### config.mk
export PLATFORM = sky130hd
export DESIGN_NAME = base64_stream_decoder
export DESIGN_NICKNAME = d
export VERILOG_FILES = /design/src/rtl/b64d_pkg.sv /design/src/rtl/base64_stream_decoder.sv /design/src/rtl/b64d_decode.sv /design/src/rtl/b64d_rsp_fifo.sv
export SDC_FILE = /design/constraint.sdc
export NUM_CORES = 1
export LEC_CHECK = 0
export BUFFER_PORTS_ARGS = -buffer_cell sky130_fd_sc_hd__buf_4
export CORE_MARGIN = 2
export CORE_UTILIZATION = 40
export CTS_BUF_LIST = sky130_fd_sc_hd__clkbuf_2 sky130_fd_sc_hd__clkbuf_4 sky130_fd_sc_hd__clkbuf_8
export DETAILED_ROUTE_END_ITERATION = 8
export SLEW_MARGIN = 20
export SYNTH_ARGS = -nofsm -noshare
export SYNTH_HDL_FRONTEND = slang
export SYNTH_SLANG_ARGS = --single-unit
### constraint.sdc
create_clock -name clock -period 5.1 [get_ports clock]
set_input_delay 0 -clock clock [delete_from_list [all_inputs] [get_ports clock]]
set_output_delay 0 -clock clock [all_outputs]
set_load 0.02 [all_outputs]
### src/rtl/b64d_pkg.sv
// Shared types and constants of the base64 stream decoder.
`default_nettype none
package b64d_pkg;

   localparam logic [7:0] PAD_CHAR  = 8'h3D;
   localparam logic [7:0] BAD_FLAG  = 8'h80;
   localparam logic [7:0] PAD_CODE  = 8'hFE;
   localparam logic [7:0] BAD_CODE  = 8'hFF;
   localparam logic [7:0] PLUS_CODE = 8'h3E;
   localparam logic [7:0] SLASH_CODE = 8'h3F;

   localparam logic KIND_DATA   = 1'b0;
   localparam logic KIND_STATUS = 1'b1;

   // Result words buffered ahead of the output; a power of two.
   localparam int RSP_DEPTH = 4;

   typedef enum logic [1:0] {
      STATUS_OK      = 2'd0,
      STATUS_PAD     = 2'd1,
      STATUS_LENGTH  = 2'd2,
      STATUS_INVALID = 2'd3
   } status_type;

   typedef struct packed {
      logic        item_kind;
      logic        final_item;
      status_type  status_code;
      logic [31:0] error_position;
      logic [31:0] text_length;
      logic [7:0]  data_byte;
   } rsp_item_type;

   // One decoded input word yields up to two result words.
   typedef struct packed {
      logic [1:0]   count;
      rsp_item_type first;
      rsp_item_type second;
   } rsp_push_type;

endpackage
`default_nettype wire

### src/rtl/base64_stream_decoder.sv
// Top level of the streaming base64 decoder.
//
// The req_ channel takes one encoded character per word in req_tdata, with
// req_tlast on the final character of a text. The rsp_ channel gives decoded
// bytes (rsp_tuser low) as soon as each one is complete, and after the last
// character one status word (rsp_tuser high, rsp_tlast high) with the status
// code, plus the first bad character's index if invalid or the decoded length if OK.
// A word is accepted in every cycle while the result buffer has room; a
// character passes the input register and then the result buffer before
// its first result word. A closing character that completes a byte gives
// two result words, which leave one per cycle while the receiver is ready.
// When the receiver stalls, results collect in a four-word buffer; once
// fewer than two entries are free, a character held in the input register
// waits and req_tready drops; nothing is lost.
// Reset clears the decoder state and the buffer, and the next character
// starts a new text. After a status word the decoder also starts anew.
`default_nettype none
module base64_stream_decoder #(
   parameter int COUNT_WIDTH = 32
) (
   input  wire logic        clock,
   input  wire logic        reset,
   input  wire logic        req_tvalid,
   output logic             req_tready,
   input  wire logic [7:0]  req_tdata,   // [7:0] char_code
   input  wire logic        req_tlast,   // end_of_text
   output logic             rsp_tvalid,
   input  wire logic        rsp_tready,
   output logic [79:0]      rsp_tdata,   // [7:0] data_byte, [9:8] status_code,
                                         // [41:10] error_position,
                                         // [73:42] text_length, rest zero
   output logic             rsp_tuser,   // item_kind
   output logic             rsp_tlast    // final_item
);
   import b64d_pkg::*;

   logic         in_valid_ff, in_valid_in;
   logic [7:0]   in_char_ff;
   logic         in_last_ff;
   logic         room;
   logic         fire;
   rsp_push_type push;
   rsp_item_type head;

   assign fire = in_valid_ff && room;
   assign req_tready = !in_valid_ff || fire;
   assign in_valid_in = (req_tvalid && req_tready) || (in_valid_ff && !fire);

   always_ff @(posedge clock) begin
      if (reset) begin
         in_valid_ff <= 1'b0;
      end else begin
         in_valid_ff <= in_valid_in;
      end
   end

   always_ff @(posedge clock) begin
      if (req_tvalid && req_tready) begin
         in_char_ff <= req_tdata;
         in_last_ff <= req_tlast;
      end
   end

   b64d_decode #(
      .COUNT_WIDTH (COUNT_WIDTH)
   ) u_decode (
      .clock       (clock),
      .reset       (reset),
      .fire        (fire),
      .char_code   (in_char_ff),
      .end_of_text (in_last_ff),
      .push        (push)
   );

   b64d_rsp_fifo u_rsp_fifo (
      .clock     (clock),
      .reset     (reset),
      .push      (push),
      .room      (room),
      .out_valid (rsp_tvalid),
      .out_ready (rsp_tready),
      .out_item  (head)
   );

   assign rsp_tdata = {6'd0, head.text_length, head.error_position,
                       head.status_code, head.data_byte};
   assign rsp_tuser = head.item_kind;
   assign rsp_tlast = head.final_item;

endmodule
`default_nettype wire

### src/rtl/b64d_decode.sv
// Character mapping, decoder state and result formation for one word a cycle while fire is high.
`default_nettype none
module b64d_decode #(
   parameter int COUNT_WIDTH = 32
) (
   input  wire logic               clock,
   input  wire logic               reset,
   input  wire logic               fire,
   input  wire logic [7:0]         char_code,
   input  wire logic               end_of_text,
   output b64d_pkg::rsp_push_type  push
);
   import b64d_pkg::*;

   localparam logic [COUNT_WIDTH-1:0] COUNT_MAX = '1;
   localparam logic [COUNT_WIDTH-1:0] COUNT_ONE = COUNT_WIDTH'(1);

   logic [1:0]             group_phase_ff, group_phase_in;
   logic [5:0]             held_sextet_ff, held_sextet_in;
   logic [1:0]             pending_pads_ff, pending_pads_in;
   logic                   pad_overflow_ff, pad_overflow_in;
   logic                   invalid_seen_ff, invalid_seen_in;
   logic [COUNT_WIDTH-1:0] first_bad_index_ff, first_bad_index_in;
   logic [COUNT_WIDTH-1:0] char_index_ff, char_index_in;
   logic [COUNT_WIDTH-1:0] bytes_out_ff, bytes_out_in;

   function automatic logic [7:0] sextet_of(input logic [7:0] c);
      logic [7:0] v;
      if (c >= 8'h41 && c <= 8'h5A) v = c - 8'h41;
      else if (c >= 8'h61 && c <= 8'h7A) v = c - 8'h61 + 8'd26;
      else if (c >= 8'h30 && c <= 8'h39) v = c - 8'h30 + 8'd52;
      else if (c == 8'h2B) v = PLUS_CODE;
      else if (c == 8'h2F) v = SLASH_CODE;
      else if (c == PAD_CHAR) v = PAD_CODE;
      else v = BAD_CODE;
      return v;
   endfunction

   function automatic logic [COUNT_WIDTH-1:0] sat_inc(input logic [COUNT_WIDTH-1:0] x);
      return (x == COUNT_MAX) ? x : x + COUNT_ONE;
   endfunction

   function automatic logic [31:0] sat32(input logic [COUNT_WIDTH-1:0] x);
      logic [63:0] wide;
      wide = 64'(x);
      return (wide[63:32] != 32'd0) ? 32'hFFFF_FFFF : wide[31:0];
   endfunction

   logic [7:0]   sextet;
   logic         is_pad;
   logic         emit;
   logic [7:0]   byte_val;
   rsp_item_type data_item;
   rsp_item_type status_item;

   always_comb begin
      sextet = sextet_of(char_code);
      is_pad = (sextet == PAD_CODE);
      emit = 1'b0;
      byte_val = 8'd0;

      group_phase_in = group_phase_ff;
      held_sextet_in = held_sextet_ff;
      pending_pads_in = pending_pads_ff;
      pad_overflow_in = pad_overflow_ff;
      invalid_seen_in = invalid_seen_ff;
      first_bad_index_in = first_bad_index_ff;
      bytes_out_in = bytes_out_ff;

      if (is_pad) begin
         // The start of a pad run is kept in case data follows it.
         if (pending_pads_ff == 2'd0 && !pad_overflow_ff && !invalid_seen_ff) begin
            first_bad_index_in = char_index_ff;
         end
         if (pending_pads_ff == 2'd2) begin
            pad_overflow_in = 1'b1;
         end
         pending_pads_in = pending_pads_ff + 2'd1;
      end else begin
         // Data after padding makes the run's first pad the bad character.
         if (pending_pads_ff != 2'd0 || pad_overflow_ff) begin
            invalid_seen_in = 1'b1;
         end
         group_phase_in = group_phase_ff + pending_pads_ff;
         pending_pads_in = 2'd0;
         pad_overflow_in = 1'b0;
         if ((sextet & BAD_FLAG) != 8'd0) begin
            if (!invalid_seen_in) begin
               invalid_seen_in = 1'b1;
               first_bad_index_in = char_index_ff;
            end
         end else if (!invalid_seen_in) begin
            case (group_phase_in)
               2'd1:    byte_val = {held_sextet_ff[5:0], sextet[5:4]};
               2'd2:    byte_val = {held_sextet_ff[3:0], sextet[5:2]};
               2'd3:    byte_val = {held_sextet_ff[1:0], sextet[5:0]};
               default: byte_val = 8'd0;
            endcase
            emit = (group_phase_in != 2'd0);
            held_sextet_in = sextet[5:0];
            if (emit) begin
               bytes_out_in = sat_inc(bytes_out_ff);
            end
         end
         group_phase_in = group_phase_in + 2'd1;
      end
      char_index_in = sat_inc(char_index_ff);

      data_item = '0;
      data_item.item_kind = KIND_DATA;
      data_item.data_byte = byte_val;

      status_item = '0;
      status_item.item_kind = KIND_STATUS;
      status_item.final_item = 1'b1;
      if (is_pad && pad_overflow_in) begin
         status_item.status_code = STATUS_PAD;
      end else if (group_phase_in == 2'd1) begin
         status_item.status_code = STATUS_LENGTH;
      end else if (invalid_seen_in) begin
         status_item.status_code = STATUS_INVALID;
         status_item.error_position = sat32(first_bad_index_in);
      end else begin
         status_item.status_code = STATUS_OK;
         status_item.text_length = sat32(bytes_out_in);
      end

      push.count = 2'({1'b0, emit} + {1'b0, end_of_text});
      push.first = emit ? data_item : status_item;
      push.second = status_item;
      if (!fire) begin
         push.count = 2'd0;
      end

      // The status word closes the text and the next word starts a new one.
      if (end_of_text) begin
         group_phase_in = 2'd0;
         held_sextet_in = 6'd0;
         pending_pads_in = 2'd0;
         pad_overflow_in = 1'b0;
         invalid_seen_in = 1'b0;
         first_bad_index_in = '0;
         char_index_in = '0;
         bytes_out_in = '0;
      end
   end

   always_ff @(posedge clock) begin
      if (reset) begin
         group_phase_ff <= 2'd0;
         held_sextet_ff <= 6'd0;
         pending_pads_ff <= 2'd0;
         pad_overflow_ff <= 1'b0;
         invalid_seen_ff <= 1'b0;
         first_bad_index_ff <= '0;
         char_index_ff <= '0;
         bytes_out_ff <= '0;
      end else if (fire) begin
         group_phase_ff <= group_phase_in;
         held_sextet_ff <= held_sextet_in;
         pending_pads_ff <= pending_pads_in;
         pad_overflow_ff <= pad_overflow_in;
         invalid_seen_ff <= invalid_seen_in;
         first_bad_index_ff <= first_bad_index_in;
         char_index_ff <= char_index_in;
         bytes_out_ff <= bytes_out_in;
      end
   end

endmodule
`default_nettype wire

### src/rtl/b64d_rsp_fifo.sv
// Small result buffer taking up to two words a cycle and giving one while out_ready is high.
`default_nettype none
module b64d_rsp_fifo (
   input  wire logic                  clock,
   input  wire logic                  reset,
   input  wire b64d_pkg::rsp_push_type push,
   output logic                       room,
   output logic                       out_valid,
   input  wire logic                  out_ready,
   output b64d_pkg::rsp_item_type     out_item
);
   import b64d_pkg::*;

   localparam int PTR_WIDTH = $clog2(RSP_DEPTH);
   localparam int CNT_WIDTH = $clog2(RSP_DEPTH + 1);
   localparam logic [CNT_WIDTH-1:0] ROOM_LIMIT = CNT_WIDTH'(RSP_DEPTH - 2);

   rsp_item_type           entries_ff [RSP_DEPTH];
   logic [PTR_WIDTH-1:0]   wr_ptr_ff, wr_ptr_in;
   logic [PTR_WIDTH-1:0]   rd_ptr_ff, rd_ptr_in;
   logic [CNT_WIDTH-1:0]   count_ff, count_in;
   logic [PTR_WIDTH-1:0]   wr_next;
   logic                   pop;

   assign out_valid = (count_ff != '0);
   assign out_item = entries_ff[rd_ptr_ff];
   assign pop = out_valid && out_ready;
   // Room for a full pair of result words.
   assign room = (count_ff <= ROOM_LIMIT);
   assign wr_next = wr_ptr_ff + PTR_WIDTH'(1);

   always_comb begin
      wr_ptr_in = wr_ptr_ff + PTR_WIDTH'(push.count);
      rd_ptr_in = rd_ptr_ff + PTR_WIDTH'(pop);
      count_in = count_ff + CNT_WIDTH'(push.count) - CNT_WIDTH'(pop);
   end

   always_ff @(posedge clock) begin
      if (push.count != 2'd0) begin
         entries_ff[wr_ptr_ff] <= push.first;
      end
      if (push.count == 2'd2) begin
         entries_ff[wr_next] <= push.second;
      end
   end

   always_ff @(posedge clock) begin
      if (reset) begin
         wr_ptr_ff <= '0;
         rd_ptr_ff <= '0;
         count_ff <= '0;
      end else begin
         wr_ptr_ff <= wr_ptr_in;
         rd_ptr_ff <= rd_ptr_in;
         count_ff <= count_in;
      end
   end

endmodule
`default_nettype wire

Word level (Yosys, flattened, before mapping). Memory sizes are Yosys's and may differ from the RTL's. A register that Yosys moved wholly into a read port is not among the register bits. Index checks and enable logic that the tools add are counted.

Output and inout port bits: 84. Bits in registers: 125. Word-level logic and storage cells: 134. Bits in read-only memories: 0. Memories: 1. RAM bits: 304. Bits in latches: 0.

$mul: 0. Eq/ne operators: 16. Add/sub/neg operators: 16. Mux-type cells: 56. Bitwise logic cells: 0. Order comparisons: 7. Reductions and logical operators: 24. Div/mod/pow operators: 0. Shift-type cells: 0.

Memories: u_rsp_fifo.entries_ff (words 4, width 76, rd ports 1, clocked after memory_dff 1, write ports 2, line b64d_rsp_fifo.sv:18) `rsp_item_type entries_ff [RSP_DEPTH];`.

Operator list (number): $mux 32 (15); $mux 64 (2); $mux 76 (1); $add 32x1->32 const B (2); $eq 32x32->1 const B (2); $mux 8 (8); $eq 8x6->1 const B (3); $mux 6 (4); $pmux 8 s3 (1); $mux 2 (9); $ge 8x7->1 const B (2); $le 8x7->1 const B (2); $mux 1 (16); $sub 8x7->8 const B (2); $logic_and 1x1->1 (10); $add 8x5->8 const B (1); $add 8x6->8 const B (1); $eq 2x2->1 const B (4); $eq 8x8->1 const B (1); $ge 8x6->1 const B (1); $le 8x6->1 const B (1); $ne 2x2->1 const B (4); $sub 8x6->8 const B (1); $add 2x1->2 const B (3); other kinds (14) (23).

Depth between registers and ports, before layout. Gate-level depths: netlist (run 1).

Depth after elaboration: 17. Mapped depth: 18.

By module. Synthesis (run 1) repeated with hierarchy kept, for this count alone.

Cell total of the unflattened synthesis: 1861. Area, all modules: 23349.9 um^2.

Modules (own cells, without submodules): b64d_rsp_fifo (cells each 782, sequential area each 9268.9 um^2, area an instance 15107.0 um^2, times used 1); b64d_decode (cells each 1057, sequential area each 2162.1 um^2, area an instance 7861.3 um^2, times used 1); base64_stream_decoder (cells each 22, sequential area each 290.3 um^2, area an instance 381.6 um^2, times used 1).

Worst setup path after synthesis (run 1). Ideal clock, no wire load.

Path kind: register to register. From: reg in_char_ff[2]. To: mem u_rsp_fifo.entries_ff[1][10] in the netlist's numbering (data pin). Path slack: -307 ps. Stages on the path, launching flop included: 18. Clock period less this slack: 5407 ps. Data required time: 4959 ps. Library setup time: 141 ps. Arrival: 5266 ps. Cells stage by stage: edfxtp_1 inv_1 ha_1 a21oi_1 a311o_1 a32o_1 nand2_1 inv_2 ha_1 mux2_2 nand3_1 or2_2 clkbuf_1 inv_1 o31ai_2 o21bai_1 clkbuf_1 nor2_1.

RTL lines: from (decl) (line base64_stream_decoder.sv:38) `logic [7:0] in_char_ff;`; from (signal assigned) (line base64_stream_decoder.sv:59) `in_char_ff <= req_tdata;`; to (decl) (line b64d_rsp_fifo.sv:18).

==> results of run 1 <==
==> worst max-delay path: stages (launching register included) <==
cell,delay [ns]
edfxtp_1,0.50
inv_1,0.16
ha_1,0.32
a21oi_1,0.11
a311o_1,0.41
a32o_1,0.32
nand2_1,0.18
inv_2,0.12
ha_1,0.39
mux2_2,0.37
nand3_1,0.08
buf_4,0.19
a31o_2,0.38
o21bai_2,0.20
buf_4,0.42
nor2_1,0.10
==> report_power, final <==
group / internal, mW / switching (mW)
Clock: 1.68 / 1.37
Combinational: 0.751 / 1.00
Sequential: 3.73 / 0.139
Total: 6.16 / 2.51
==> logic make-up after synthesis <==
kind of cell | after synthesis
adder cells (fa/ha/maj) | 24
flip-flops | 425
AO/OA/AOI/OAI | 367
XOR/XNOR | 66
AND/OR/NAND/NOR | 497
buffers and inverters | 177
multiplexers | 111
other | 1
==> routing by layer <==
| layer | vias up | track usage |
|---|---|---|
| met5 | - | 0 |
| met2 | 421 | 0.312 |
| met1 | 7014 | 0.261 |
| met4 | 0 | 0.0694 |
| li1 | 6555 | - |
| met3 | 83 | 0.0303 |
==> sequential cells by signal, summed over array words and instances (netlist names), 3 cells and up <==
signal,flops
u_rsp_fifo.count_ff,3
u_rsp_fifo.entries_ff,300
u_decode.char_index_ff,32
u_decode.bytes_out_ff,32
u_decode.first_bad_index_ff,32
u_decode.held_sextet_ff,6
in_char_ff,8
==> placed cells by master, fill, tap and decap left out, types with 31 or more instances in the layout <==
master and count:
dfxtp_1 150, mux2i_1 35, o21ai_0 45, mux4_2 75, xnor2_1 38, nand3_1 39, clkbuf_4 31, clkbuf_8 81
or3_1 34, edfxtp_1 273, a22o_1 47, buf_4 120, nand2_1 86, nor2_1 188, a211oi_1 132, a21oi_1 51
nand4_1 32
==> final cells by class <==
| cell class | count | area (µm²) | share of cell area |
|---|---|---|---|
| tap | 672 | 841 | 0.0368 |
| clock buffer | 112 | 1350 | 0.0589 |
| clock inverter | 17 | 83.8 | 0.00366 |
| multi-input combinational | 1071 | 8090 | 0.353 |
| sequential | 425 | 11200 | 0.492 |
| inverter | 31 | 120 | 0.00525 |
| timing repair buffer | 139 | 1150 | 0.0503 |
==> metrics by stage <==
| step | instance area (µm²) | util | hold slack [ns] | setup slack [ns] |
|---|---|---|---|---|
| CTS | 22900 | 0.459 | 0.0211 | 0.557 |
| global route | 22900 | 0.459 | 0.0407 | 0.196 |
| global placement | 21300 | 0.427 | 0.178 | 0.691 |
| finish | 22900 | 0.459 | 0.0718 | 0.530 |
| detailed placement | 21300 | 0.427 | 0.180 | 0.604 |
| floorplan | 20100 | - | 0.0989 | -0.0410 |
==> worst paths after layout <==
kind	from	end	slack (ns)
hold / removal	req_tdata[3]	in_char_ff[3]	0.07
setup reg to reg	in_char_ff[2]	u_rsp_fifo.entries_ff[3][24]	0.53
setup / recovery	in_char_ff[2]	u_rsp_fifo.entries_ff[3][24]	0.53
hold reg to reg	u_rsp_fifo.entries_ff[3][74]	u_rsp_fifo.entries_ff[3][74]	0.44
==> results.md, run 1 <==
- Status: complete, no violations
- Seq/Total Area, Yosys: 0.561
- Final Total Pwr: a little under 9 mW
- Die height: approximately 230 µm
- DP Cell Count: roughly 2300
- Starting Density: 0.402
- Synthesized cell area: between 0.02 and 0.025 mm²
- Count of unique library cells instantiated by Yosys: 78
- Layout Skew: around 0.046 ns
- Synth Area in Simple Gates: 0.122
- Hold Fails Final Rpt: 0
- Share of flip-flops with an asynchronous set or reset: 0
- Chip width: approximately 230 µm
- Share of layout cells above drive strength 1: 0.197
- Register bit count reported by yosys: 425
- Area growth from synthesis to layout: 14.1%
- Mux cell area share after synthesis: 0.102
- Wl on met1: ~22 mm
- Setup TNS: 0 ns
- Fin crit share: 0.896
- Relative slew slack: 0.236
- I/O pin total: 97
- Non-filler instance count after layout: roughly 2500
- Final net count: 1777
- Row count: a little over 80
- First-pass GRT wire length: 79.2 mm
- Avg WL per Cell: 20.3 µm
- CP Class: flop to flop
- Fin. max-slew vios: 0
- # Post-CTS Setup Buffers: 0
- RSZ-0062 raised after global routing: false
- Core Footprint: roughly 0.05 mm²
- Main synth FF type: edfxtp_1
- DP Wirelength: between 30 and 40 mm
- Pwr Density: between 300 and 400 mW/mm²
- Clock slew at reported path FFs: about 0.060 ns
- Die area: 0.0519 mm²
- Vias/cell: between 5 and 6
- Bufs on Longest Clock Path: 3
- Leading area contributor after synthesis: edfxtp_1
- Synth top area share: 0.409
- Hold Crit Depth: 2
- Final setup viols: 0
- Post-synthesis compound-gate area fraction: 0.131
- Remaining DRCs: 0
- WP data arrival: around 4.9 ns
- CTS tree: done
- GPL Wtd Cong: about 0.85
- Minimum clock period: 4.57 ns
- Post-Synthesis Cells: about 1700
- Worst setup SP type: flop
- Crit Path Max Fanout: 32
- Post-CTS resize count: 0
- Worst-Margin Slew: about 1.1 ns
- Top Layer Used: met4
- Worst EP required: ~5.5 ns
- Yosys Warn Count: 0
- Worst Hold Class: primary input to flop
- Antenna fix cells: 0
- Largest family of logic cells by synthesized area: compound AO/OA/AOI/OAI gates
- Initial antenna violation count: 0
- P_leak: ~6.9 nW
- Clk_lat worst skew: 0.65 ns
- Max frequency: around 0.22 GHz
- Number of global-route vias before repair: 13900
- First-pass DRT Iterations: 5
- Most frequent cells after synthesis: edfxtp_1 (273), nor2_1 (188), dfxtp_1 (152)
- Filler cells: 4605
- Post-synth EDFFs: between 200 and 300
- H-tree level count: 3
- PortBufs: 90
- Largest net degree at the start of global routing: just over 80
- Synth Area in XOR/XNOR: 0.0288
- Met3 WL: approximately 2.6 mm
- Avg Inst Size Synth: 12.0 µm²
- Met2 WL: ~24 mm
- Most common cell in the synthesized netlist: edfxtp_1
- Vias after detailed routing: approximately 14000
- CTS Sinks: roughly 430
- Post-Synth Adder-Cell Area: 0.0153
- CTS buffer count: 72
- Top post-synthesis cells by area: edfxtp_1 (41%), dfxtp_1 (15%), mux4_2 (8.4%)
- Maximum vdd drop: ~0.17 mV
- Initial detailed-routing violation count: approximately 1200
- WL final: about 50 mm
- Root Buffer: clkbuf_8
- Max cap viols: 0
- CTS hold repair buffers: 13
- CP Capture Type: flop
- Grt ovf: 0
- R2R depth: 15
- Routed Antenna Nets: 0
- GRT Total Usage: 0.192
Power figures use the tool's default switching activity.
==> run 2, diff against run 1 <==
--- a/config.mk
+++ b/config.mk
@@ -7,9 +7,10 @@
 export LEC_CHECK = 0
 export BUFFER_PORTS_ARGS = -buffer_cell sky130_fd_sc_hd__buf_4
 export CORE_MARGIN = 2
-export CORE_UTILIZATION = 40
+export CORE_UTILIZATION = 58
 export CTS_BUF_LIST = sky130_fd_sc_hd__clkbuf_2 sky130_fd_sc_hd__clkbuf_4 sky130_fd_sc_hd__clkbuf_8
 export DETAILED_ROUTE_END_ITERATION = 8
+export PLACE_DENSITY = 0.79
 export SLEW_MARGIN = 20
 export SYNTH_ARGS = -nofsm -noshare
 export SYNTH_HDL_FRONTEND = slang
==> results.md, run 2 (synthesized netlist as in run 1, its figures left out) <==
- Status: complete, no violations
- Maximum vdd drop: 0.216 mV
- Layout Skew: 0.0276 ns
- DP Wirelength: 28.7 mm
- Share of layout cells above drive strength 1: 0.195
- P_leak: just under 7 nW
- Max FFs per register: 300
- GRT Total Usage: 0.262
- WL final: ~47 mm
- Antenna fix cells: 0
- WP data arrival: 5.03 ns
- Crit Path Max Fanout: 32
- CTS tree: done
- Initial antenna violation count: 0
- I/O pin total: slightly below 100
- Die height: 190 µm
- Combinational power share: 0.194
- Vias/cell: between 6 and 7
- Sequential share of power: 0.443
- Starting Density: 0.585
- Minimum clock period: roughly 4.7 ns
- PortBufs: 90
- Fin util: 0.660
- CTS Sinks: 425
- Initial detailed-routing violation count: 1431
- Clk_lat worst skew: approximately 0.60 ns
- PnR worst setup slack: ~0.38 ns
- Placed cell area: between 0.02 and 0.025 mm²
- # Post-CTS Setup Buffers: 0
- Post-route cell area: approximately 0.023 mm²
- CTS buffer count: 69
- Final Total Pwr: 8.79 mW
- Max cap viols: 0
- Switch Pwr: around 2.5 mW
- Core Footprint: approximately 0.034 mm²
- Die area: between 0.03 and 0.04 mm²
- Hold Fails Final Rpt: 0
- First-pass GRT wire length: between 70 and 80 mm
- Non-filler instance count after layout: 2244
- Chip width: between 150 and 200 µm
- Clock network power share: 0.363
- DP Cell Count: 2104
- Root Buffer: clkbuf_8
- Bufs on Longest Clock Path: 3
- Fin. max-slew vios: 0
- Worst-Margin Slew: roughly 1.0 ns
- Remaining DRCs: 0
- Pre-CTS setup slack: 0.527 ns
- Worst EP required: about 5.4 ns
- H-tree level count: 3
- Final net count: ~1800
- GPL Wtd Cong: ~0.87
- Clock slew at reported path FFs: 0.06 ns
- Relative slew slack: 0.308
- Vias after detailed routing: roughly 14000
- Number of global-route vias before repair: roughly 14000
- Pwr Density: between 300 and 400 mW/mm²
- Largest net degree at the start of global routing: roughly 130
- CP Capture Type: flop
- Max frequency: roughly 0.21 GHz
- WHS: between 0.1 and 0.15 ns
- CP Class: flop to flop
- Final setup viols: 0
- Routed Antenna Nets: 0
- Worst Hold Class: primary input to flop
- Worst setup SP type: flop
- Grt ovf: 0
- Most frequent cells in the layout: edfxtp_1 (273), nor2_1 (188), dfxtp_1 (150)
- First-pass DRT Iterations: 6
- Avg WL per Cell: around 21 µm
- Fin crit share: 0.925
- Switching share of power: 0.279
- Largest Register: u_rsp_fifo.entries_ff
- Cell internal pwr: 6.34 mW
- Most common cell after layout, fill and taps aside: edfxtp_1
- Row count: 68
- Setup TNS: 0 ns
- Area growth from synthesis to layout: 12.9%
- RSZ-0062 raised after global routing: false
[run 2: changes by cell type in the layout (fill, tap and decap cells not counted), moves of 2 or more]
cell,before,now
clkinv_1,9,7
bufinv_16,0,5
buf_4,120,117
clkbuf_8,81,75
[run 2: worst paths after layout]
path / from / to / slack (ns) / cells past startpoint
max: in_char_ff[2] / u_rsp_fifo.entries_ff[3][10] / 0.38 / 14
min: req_tdata[3] / in_char_ff[3] / 0.13 / 2
max reg2reg: in_char_ff[2] / u_rsp_fifo.entries_ff[3][10] / 0.38 / 14
min reg2reg: u_rsp_fifo.entries_ff[0][0] / u_rsp_fifo.entries_ff[0][0] / 0.45 / 2
[run 2: area by class of cell]
class / instances / area [µm²]
Clock buffer: 107 / 1270
Clock inverter: 20 / 230
Fill cell: 2477 / 11700
Inverter: 31 / 120
Multi-Input combinational cell: 1071 / 8090
Sequential cell: 425 / 11200
Tap cell: 455 / 569
Timing Repair Buffer: 135 / 1110
[run 2: power groups by stage]
stage / Clock (mW) / Combinational [mW] / Sequential, mW
after floorplan: 0 / 1.26 / 3.84
after global placement: 0 / 1.67 / 3.97
after detailed placement: 0 / 1.69 / 3.98
after CTS: 3.22 / 1.71 / 3.90
after global routing: 3.37 / 1.80 / 3.92
final: 3.19 / 1.71 / 3.90
[run 2: metal layers]
| metal | wire length (µm) | track usage |
|---|---|---|
| met3 | 3410 | 0.0469 |
| met2 | 23100 | 0.426 |
| met1 | 19500 | 0.352 |
| met4 | 1310 | 0.104 |
| met5 | 0 | 0 |
[run 2: repair_timing]
item | CTS | global route
hold buffers | 13 | 0
endpoints found under the hold margin | 66 | 0
gates resized for setup | 0 | 0
[run 2: worst max-delay path, cell delays in order (launching register included)]
cell and delay (ns):
edfxtp_1 0.52, inv_1 0.18, ha_1 0.33, a21oi_1 0.14, a311o_1 0.44, a32o_1 0.31, nand2_1 0.18, inv_2 0.12
ha_1 0.39, mux2_2 0.37, nand3_1 0.33, a31o_2 0.44, o21bai_2 0.19, buf_4 0.40, nor2_1 0.10
